==> config.mk <==
export PLATFORM = sky130hd
export DESIGN_NAME = rgb_to_hsv_converter
export DESIGN_NICKNAME = d
export VERILOG_FILES = /design/src/design/rhc_pkg.sv /design/src/design/rgb_to_hsv_converter.sv /design/src/design/rhc_cell.sv /design/src/design/rhc_prep.sv
export SDC_FILE = /design/constraint.sdc
export NUM_CORES = 2
export LEC_CHECK = 0
export BUFFER_PORTS_ARGS = -buffer_cell sky130_fd_sc_hd__buf_2
export CORE_ASPECT_RATIO = 1.2
export CORE_UTILIZATION = 50
export CTS_CLUSTER_DIAMETER = 120
export CTS_CLUSTER_SIZE = 30
export DETAILED_ROUTE_END_ITERATION = 10
export PLACE_DENSITY = 0.68
export SYNTH_ARGS = -nofsm -noshare
export SYNTH_HDL_FRONTEND = slang
export SYNTH_SLANG_ARGS = --single-unit
==> constraint.sdc <==
create_clock -name clk -period 20.4 [get_ports clk]
set_input_delay 1.02 -clock clk [delete_from_list [all_inputs] [get_ports clk]]
set_output_delay 1.02 -clock clk [all_outputs]
set_load 0.005 [all_outputs]
==> src/design/rhc_pkg.sv <==
package rhc_pkg;

  localparam int CH_W    = 8;
  localparam int HUE_W   = 12;
  localparam int QUO_W   = HUE_W + 1;
  localparam int MAG_W   = CH_W + 3;
  localparam int REM_W   = MAG_W + HUE_W;
  localparam int LATENCY = QUO_W + 1;
  localparam int HUE_GREY = ((1 << HUE_W) * 2) / 3;

  typedef struct packed {
    logic [CH_W-1:0] red;
    logic [CH_W-1:0] green;
    logic [CH_W-1:0] blue;
  } rhc_pixel_t;

  typedef struct packed {
    logic [HUE_W-1:0] hue;
    logic [CH_W-1:0]  saturation;
    logic [CH_W-1:0]  brightness;
  } rhc_hsv_t;

  typedef struct packed {
    logic [REM_W-1:0] hue_rem;
    logic [REM_W-1:0] hue_div;
    logic [QUO_W-1:0] hue_quo;
    logic [REM_W-1:0] sat_rem;
    logic [REM_W-1:0] sat_div;
    logic [QUO_W-1:0] sat_quo;
    logic [CH_W-1:0]  brightness;
  } rhc_cell_t;

endpackage

==> src/design/rgb_to_hsv_converter.sv <==
// Pipeline: a pixel accepted at one clock edge shows on out_result for one cycle,
//   with out_valid high, after one sort stage plus 13 divider cells.
// Throughput: one pixel per cycle; busy is always low and start may stay high.
// Reset: synchronous, active low; clears every stage's valid bit, drops in-flight pixels.
// The receiver cannot stall: each result beat is presented for exactly one cycle.
module rgb_to_hsv_converter import rhc_pkg::*; (
  input  logic       clk,
  input  logic       rst_n,
  input  logic       start,
  output logic       busy,
  input  rhc_pixel_t in_pixel,
  output logic       out_valid,
  output rhc_hsv_t   out_result
);

  // Stage valid bits and payloads of the chain; index 0 is the sort stage,
  // index k the k-th division cell.
  logic      vld [0:QUO_W];
  rhc_cell_t dat [0:QUO_W];

  // The pipeline never stalls, so every start is taken as a beat.
  assign busy = 1'b0;

  // Sort the channels, form the hue and saturation numerators and both divisors, and
  // register them as the first beat of the chain.
  rhc_prep u_prep (
    .clk       (clk),
    .rst_n     (rst_n),
    .pix_valid (start),
    .pix       (in_pixel),
    .dn_valid  (vld[0]),
    .dn_data   (dat[0])
  );

  // Row of restoring-division cells; each cell resolves one quotient bit of
  // both the hue and the saturation division and hands the beat onward.
  for (genvar gi = 0; gi < QUO_W; gi++) begin : g_cell
    rhc_cell u_cell (
      .clk      (clk),
      .rst_n    (rst_n),
      .up_valid (vld[gi]),
      .up_data  (dat[gi]),
      .dn_valid (vld[gi+1]),
      .dn_data  (dat[gi+1])
    );
  end

  // Drive the result straight from the last cell's registers. A hue of one
  // full turn wraps to zero by dropping the top quotient bit; saturation
  // never exceeds the channel range.
  assign out_valid             = vld[QUO_W];
  assign out_result.hue        = dat[QUO_W].hue_quo[HUE_W-1:0];
  assign out_result.saturation = dat[QUO_W].sat_quo[CH_W-1:0];
  assign out_result.brightness = dat[QUO_W].brightness;

endmodule

==> src/design/rhc_cell.sv <==
module rhc_cell import rhc_pkg::*; (
  input  logic      clk,
  input  logic      rst_n,
  input  logic      up_valid,
  input  rhc_cell_t up_data,
  output logic      dn_valid,
  output rhc_cell_t dn_data
);

  logic      valid_r;
  rhc_cell_t data_r;
  rhc_cell_t data_nxt;
  logic      hue_ge;
  logic      sat_ge;

  // One restoring step for each lane: subtract if it fits, shift in the bit.
  always_comb begin
    hue_ge = (up_data.hue_rem >= up_data.hue_div);
    sat_ge = (up_data.sat_rem >= up_data.sat_div);
    data_nxt = up_data;
    data_nxt.hue_rem = hue_ge ? (up_data.hue_rem - up_data.hue_div) : up_data.hue_rem;
    data_nxt.sat_rem = sat_ge ? (up_data.sat_rem - up_data.sat_div) : up_data.sat_rem;
    data_nxt.hue_quo = {up_data.hue_quo[QUO_W-2:0], hue_ge};
    data_nxt.sat_quo = {up_data.sat_quo[QUO_W-2:0], sat_ge};
    data_nxt.hue_div = up_data.hue_div >> 1;
    data_nxt.sat_div = up_data.sat_div >> 1;
  end

  always_ff @(posedge clk) begin
    if (!rst_n) begin
      valid_r <= 1'b0;
    end else begin
      valid_r <= up_valid;
    end
  end

  always_ff @(posedge clk) begin
    data_r <= data_nxt;
  end

  assign dn_valid = valid_r;
  assign dn_data  = data_r;

endmodule

==> src/design/rhc_prep.sv <==
module rhc_prep import rhc_pkg::*; (
  input  logic       clk,
  input  logic       rst_n,
  input  logic       pix_valid,
  input  rhc_pixel_t pix,
  output logic       dn_valid,
  output rhc_cell_t  dn_data
);

  logic               valid_r;
  rhc_cell_t          data_r;
  rhc_cell_t          data_nxt;
  logic               b_lt_g;
  logic               px_lt_r;
  logic [CH_W-1:0]    px;
  logic [CH_W-1:0]    py;
  logic [CH_W-1:0]    qx;
  logic [CH_W-1:0]    qw;
  logic [CH_W-1:0]    lo;
  logic [CH_W-1:0]    d;
  logic [CH_W-1:0]    sat_den;
  logic [MAG_W-1:0]   d_ext;
  logic [MAG_W-1:0]   sixd;
  logic [MAG_W-1:0]   mag;
  logic [1:0]         third_mag;
  logic signed [MAG_W:0] num;
  logic signed [MAG_W:0] off;
  logic signed [MAG_W:0] top;
  logic [2*CH_W-1:0]  sat_prod;

  always_comb begin
    // Two compare-and-select stages find the leading channel.
    b_lt_g  = (pix.blue < pix.green);
    px      = b_lt_g ? pix.green : pix.blue;
    py      = b_lt_g ? pix.blue  : pix.green;
    px_lt_r = (px < pix.red);
    qx      = px_lt_r ? pix.red : px;
    qw      = px_lt_r ? px : pix.red;
    lo      = (qw < py) ? qw : py;
    d       = qx - lo;
    d_ext   = MAG_W'(d);
    sixd    = (d_ext << 2) + (d_ext << 1);
    num     = $signed({1'b0, MAG_W'(qw)}) - $signed({1'b0, MAG_W'(py)});

    // Offset in thirds of a turn, scaled by 2d.
    case ({b_lt_g, px_lt_r})
      2'b11: begin
        off = '0;
        third_mag = 2'd0;
      end
      2'b01: begin
        off = -$signed({1'b0, sixd});
        third_mag = 2'd3;
      end
      2'b10: begin
        off = -$signed({1'b0, d_ext << 1});
        third_mag = 2'd1;
      end
      default: begin
        off = $signed({1'b0, d_ext << 2});
        third_mag = 2'd2;
      end
    endcase

    top = off + num;
    mag = top[MAG_W] ? MAG_W'(-top) : top[MAG_W-1:0];

    data_nxt = '0;
    if (d == '0) begin
      data_nxt.hue_rem = {MAG_W'(third_mag), {HUE_W{1'b0}}};
      data_nxt.hue_div = {MAG_W'(3), {HUE_W{1'b0}}};
    end else begin
      data_nxt.hue_rem = {mag, {HUE_W{1'b0}}};
      data_nxt.hue_div = {sixd, {HUE_W{1'b0}}};
    end

    // d * (2^CH_W - 1); a black pixel divides zero by one.
    sat_prod = {d, {CH_W{1'b0}}} - {{CH_W{1'b0}}, d};
    sat_den  = (qx == '0) ? CH_W'(1) : qx;
    data_nxt.sat_rem    = REM_W'(sat_prod);
    data_nxt.sat_div    = {MAG_W'(sat_den), {HUE_W{1'b0}}};
    data_nxt.brightness = qx;
  end

  always_ff @(posedge clk) begin
    if (!rst_n) begin
      valid_r <= 1'b0;
    end else begin
      valid_r <= pix_valid;
    end
  end

  always_ff @(posedge clk) begin
    data_r <= data_nxt;
  end

  assign dn_valid = valid_r;
  assign dn_data  = data_r;

endmodule

# After elaboration in Yosys (flattened, before gate mapping)
# Index checks and enable logic that the tools add are counted.
# word_totals
regBits	1154
word_cells	202
latchBits	0
rom_bits	0
ramBits	0
mem_count	0
output_inout_bits	30
inputBits	27
# classes
n_shift	0
n_mux	33
n_addsub	32
order_cmp	29
n_reduce_logical	2
n_mul	0
eq_ne	3
bitwise_logic	0
div	0
# op_table
op	n
23-bit 2-to-1 mux	23
23-bit by 11-bit greater-or-equal comparator with 1-bit output	2
23-bit by 12-bit greater-or-equal comparator with 1-bit output	2
23-bit by 13-bit greater-or-equal comparator with 1-bit output	2
23-bit by 14-bit greater-or-equal comparator with 1-bit output	2
23-bit by 15-bit greater-or-equal comparator with 1-bit output	2
23-bit by 16-bit greater-or-equal comparator with 1-bit output	2
23-bit by 17-bit greater-or-equal comparator with 1-bit output	2
23-bit by 18-bit greater-or-equal comparator with 1-bit output	2
23-bit by 19-bit greater-or-equal comparator with 1-bit output	2
23-bit by 12-bit subtractor with 23-bit output	2
23-bit by 13-bit subtractor with 23-bit output	2
23-bit by 14-bit subtractor with 23-bit output	2
23-bit by 15-bit subtractor with 23-bit output	2
23-bit by 16-bit subtractor with 23-bit output	2
23-bit by 17-bit subtractor with 23-bit output	2
23-bit by 18-bit subtractor with 23-bit output	2
23-bit by 19-bit subtractor with 23-bit output	2
8-bit 2-to-1 mux	5
37-bit 2-to-1 mux	1
12-bit case mux with 3 select lines	1
8-bit < comparator	3
23-bit by 10-bit greater-or-equal comparator with 1-bit output	1
23-bit by 20-bit greater-or-equal comparator with 1-bit output	1
other kinds (28)	30

# Depth between registers and ports, before layout
# depth
ltp_word	14
depth_mapped	56
mapped_depth_nobuf	52

# Cells and area by module
# A second synthesis with hierarchy kept.
# unflattened
hier_cells	8184
hier_area_um2	79333.6
# by_module_without_submodules
mod	area_each_um2	cells_per_inst	n_inst	seq_area_each_um2
rhc_cell (g_cell[4].u_cell ...)	5806.8	583	5	2502.4
rhc_cell (g_cell[11].u_cell ...)	5554.1	582	5	2502.4
rhc_cell (g_cell[10].u_cell)	5789.3	570	1	2502.4
rhc_cell (g_cell[8].u_cell)	5701.7	544	1	2502.4
rhc_cell (g_cell[0].u_cell)	5631.7	600	1	2502.4
rhc_prep	5395.2	643	1	1101.1
rgb_to_hsv_converter	11.3	2	1	0.0

# Least setup slack after synthesis
# OpenSTA, ideal clock, no wires.
# synth_path
path_type	input to register
startpoint	input in_pixel[13] in the netlist's numbering
endpoint	register u_prep.data_r, in the netlist u_prep.dn_data[125]
setup_slack_ns	8.813
n_path_buf	4
path_stages	49
required_time_ns	20.273
arrival_time_ns	11.460
setup_time_ns	0.127
cell_sequence	inv_1 > ha_1 > a211o_1 > a21oi_2 > mux2_2 > or3_1 > ha_1 > nand4_1 > a211oi_1 > o2111ai_1 > o211ai_4 > clkbuf_1 > buf_1 > nor2_1 > a21oi_1 > ha_1 > o21ai_0 > a31oi_1 > [... 13 more ...] > o21ai_0 > nand3_1 > a2111o_1 > o31ai_1 > xnor2_1 > a221oi_1 > a21oi_1 > ha_1 > a2111oi_1 > o41ai_1 > xnor2_1 > nand2b_1 > nor2_1 > a2111oi_4 > buf_6 > a31oi_1 > xnor2_1 > nor2_1
# synth_via
elab_chain_len	13
elab_cells_between_ends	21
classes_between	7 x add/sub; 3 x order compare; 3 x eq/ne; 7 x mux; 1 x reduce/logical
# synth_rtl
item	line_no	source
start: declaration	rgb_to_hsv_converter.sv:11	input rhc_pixel_t in_pixel,
8-bit < comparator	rhc_prep.sv:33	b_lt_g = (pix.blue < pix.green);
8-bit 2-to-1 mux	rhc_prep.sv:34	px = b_lt_g ? pix.green : pix.blue;
8-bit < comparator	rhc_prep.sv:36	px_lt_r = (px < pix.red);
8-bit 2-to-1 mux	rhc_prep.sv:38	qw = px_lt_r ? px : pix.red;
8-bit < comparator	rhc_prep.sv:39	lo = (qw < py) ? qw : py;
8-bit 2-to-1 mux	rhc_prep.sv:39	
8-bit subtractor	rhc_prep.sv:40	d = qx - lo;
10-bit by 9-bit adder with 11-bit output	rhc_prep.sv:42	sixd = (d_ext << 2) + (d_ext << 1);
11-bit negator with 12-bit output	rhc_prep.sv:52	off = -$signed({1'b0, sixd});
12-bit case mux with 3 select lines	rhc_prep.sv:46	case ({b_lt_g, px_lt_r})
12-bit by 9-bit adder with 12-bit output	rhc_prep.sv:65	top = off + num;
11-bit negator	rhc_prep.sv:66	mag = top[MAG_W] ? MAG_W'(-top) : top[MAG_W-1:0];
11-bit 2-to-1 mux	rhc_prep.sv:66	
end signal: assignment	rhc_prep.sv:94	data_r <= data_nxt;
end: declaration	rhc_prep.sv:11	rhc_cell_t data_r;
# Several ways; a longest one is shown, not always the timed one.
# A chain may end at the register's enable or synchronous reset.

# Worst setup path in the final report
# layout_path
startpoint	input in_pixel[13] in the netlist's numbering
endpoint	register u_prep.data_r, in the netlist u_prep.dn_data[124]
# The elaborated chain is that of the path after synthesis.

==> key figures <==
Run status
  – Outcome: complete, no violations

Timing
  – Final Setup Violations: 0
  – Clock Skew: 0.0283 ns
  – Tmin final: 13.19 ns
  – Final Hold Fails: 0
  – Crit share post-route: 0.647
  – Measured slew at the worst slew-check pin: 1.22 ns
  – Unrepaired setup endpoints after global routing: no
  – Hold slack: 0.314 ns
  – Relative slew slack: 0.184
  – Setup TNS: 0 ns
  – Slew Limit Fails: 0
  – FMAX: 75.8 MHz

Place
  – DP Area: 40800 um2
  – Port bufs: 55
  – DP HPWL: approximately 53000 um
  – Final Wtd Congestion: 0.854

Route
  – Met2 wire len: around 36000 um
  – DRT Pass-1 Iters: 5
  – Drt initial violations: about 900
  – Via/cell ratio: 5.01
  – Final ANT Viol Nets: 0
  – Post-route DRC: 0
  – Metal3 WL: 1430 um
  – Average wire per standard cell: 13.1 um
  – Vias: 25600
  – Post-Route M1 WL: 26400 um
  – Top layer used by detailed routing: met5
  – Routed WL: 67100 um

Synth
  – Register area share after synthesis: 0.498
  – Mapped Nets: 4425
  – Post-synth top flop: dfxtp_1
  – Post-synth top area share: 0.498
  – Cell variety after synth: 92
  – Synth warn: 0
  – Synth area leader: dfxtp_1
  – Largest cells by area after synthesis: dfxtp_1 50%, ha_1 9.4%, inv_1 4.2%, xnor2_1 3.8%, nor2_1 2.8%
  – Post-synth ARST share: 0
  – Synth Cell Area: 39700 um2
  – Syn Area/Cell: 9.74 um2
  – Cells after synthesis: roughly 4000
  – Post-synth EDFFs: 0
  – Yosys reg bits: 986

Critical path
  – CP max stage cell: o211ai_4
  – Critical path endpoint category: flip-flop
  – Crit path required time: ~21 ns
  – Critical path class: in -> reg
  – CP Max Fanout: 33
  – Data arrival, critical path: 13.64 ns
  – Most frequent CP cell: ha_1
  – Slowest stage delay, CP: 0.72 ns
  – CP Launch Type: primary input

Hold path
  – Hold WC Path Type: reg -> reg

Layout
  – Ant. Diodes: 0
  – Final instance area: 41800 um2
  – Footprint of the multi-input gates: about 18000 um2
  – Synth-to-layout area growth: 5.50%
  – Core Util, Final: 0.535
  – Reg area: just under 20000 um2
  – Layout cells sized above 1: 0.0444
  – Layout Nets: 4432
  – Fillers: 7075

GRT
  – Grt total ovfl: 0
  – Global-route wire length before repair: 114000 um
  – Largest net degree at the start of global routing: 34
  – Vias in the first global route: approximately 26000
  – Initial antenna violation count: 1
  – GRT Resource Usage Total: 0.169

Clocking
  – CTS buffer count: 38
  – Root buf cell: clkbuf_16
  – TritonCTS clock tree: yes
  – CTS Buffer Depth: 3
  – Setup repair bufs after CTS: 0
  – # resized after CTS: 0
  – Clock sink total: around 990
  – Hold Buf Count CTS: 0
  – Clock insertion delay at the later pin of the skew report: about 0.60 ns
  – Reg clk slew, reported paths: approximately 0.11 ns
  – CTS H-Tree Depth: 2

Floorplanning
  – Core Rows: 112
  – Initial core utilization: 0.507
  – IO Count: 57
  – Die footprint: 80500 um2
  – Die width: about 260 um
  – Core area: just under 80000 um2
  – Die extent in y: about 310 um

Flow run
  – Max cap viols: 0
## cells by family after synthesis
kind of cell               Yosys count  share of synthesized area
and+or+nand+nor                   1125                      0.142
AOI/OAI and AO/OA                  749                      0.119
muxes                               39                     0.0108
xor gates and xnor gates           302                     0.0676
DFF                                986                      0.498
buffers and inverters              542                     0.0546
adders and majority gates          327                      0.108
other                                1                  0.0000945
## layer usage
metal / global-route usage / vias up
met5: 0 / -
met4: 0.0736 / 2
met3: 0.0184 / 145
met2: 0.342 / 228
met1: 0.168 / 11600
li1: - / 13600
## stage by stage
stage / worst slack, ns / instances
after floorplan: 8.81 / 4071
after global placement: 6.69 / 5064
after detailed placement: 6.63 / 5064
after CTS: 7.21 / 5105
after global routing: 5.89 / 5105
final: 7.21 / 5105
## synth_stat cells, types with 26 or more instances
cell type and number:
o21ai_0 210, o31ai_1 60, or3_1 28, inv_1 441
ha_1 299, buf_4 29, fa_1 28, nor4_1 59
nor2b_1 69, nor2_1 295, xor2_1 126, mux2_2 31
a21o_1 71, nand3_1 48, and2_1 26, nand2b_1 72
a21boi_0 47, nand2_1 282, nor3_1 79, a21oi_1 219
xnor2_1 173, nand4_1 40, clkbuf_1 59, dfxtp_1 986
## path summary, 6_finish.rpt
check / startpoint / to / slack [ns] / cells past startpoint
worst max-delay path: in_pixel[13] / u_prep.dn_data[124] / 7.21 / 48
worst min-delay path: g_cell[6].u_cell.dn_data[71] / g_cell[7].u_cell.dn_data[72] / 0.31 / 0
worst max register to register: g_cell[3].u_cell.dn_data[30] / g_cell[4].u_cell.dn_data[66] / 16.28 / 14
worst min register to register: g_cell[6].u_cell.dn_data[71] / g_cell[7].u_cell.dn_data[72] / 0.31 / 0
## sequential cells by signal (all words and copies together) (netlist names)
name / flops
g_cell.u_cell.dn_valid: 13
u_prep.dn_data: 54
g_cell.u_cell.dn_data: 918
u_prep.dn_valid: 1
## cell type report
type | instances | share of cell area
well taps | 1026 | 0.0307
flip-flops and latches | 986 | 0.472
repair buffers | 65 | 0.00837
clock inverters | 2 | 0.000927
multi-input cells | 2543 | 0.425
clock buffers | 39 | 0.0233
inverters | 444 | 0.0399
## placed cells by master, fill, tap and decap left out, types with 40 or more instances in the layout
cell and instances:
dfxtp_1 986, a21oi_1 219, a21o_1 71, buf_2 55, o21ai_0 209, nand3_1 48, nor4_1 57, nor2_1 295
xor2_1 126, nand4_1 40, o31ai_1 60, a21boi_0 47, inv_1 441, nand2b_1 72, xnor2_1 173, nand2_1 282
ha_1 299, nor2b_1 69, nor3_1 79
## critical path: cells and delay by family
family,cells,cell delay [ns]
buf+inv,5,0.80
fa+ha+maj,7,2.21
compound gates,17,5.27
xor+xnor,4,1.38
simple gates,13,2.34
mux,2,0.61
Power is not shown: default switching activity piles up to over one toggle a cycle in this logic, so the estimate is an artifact.
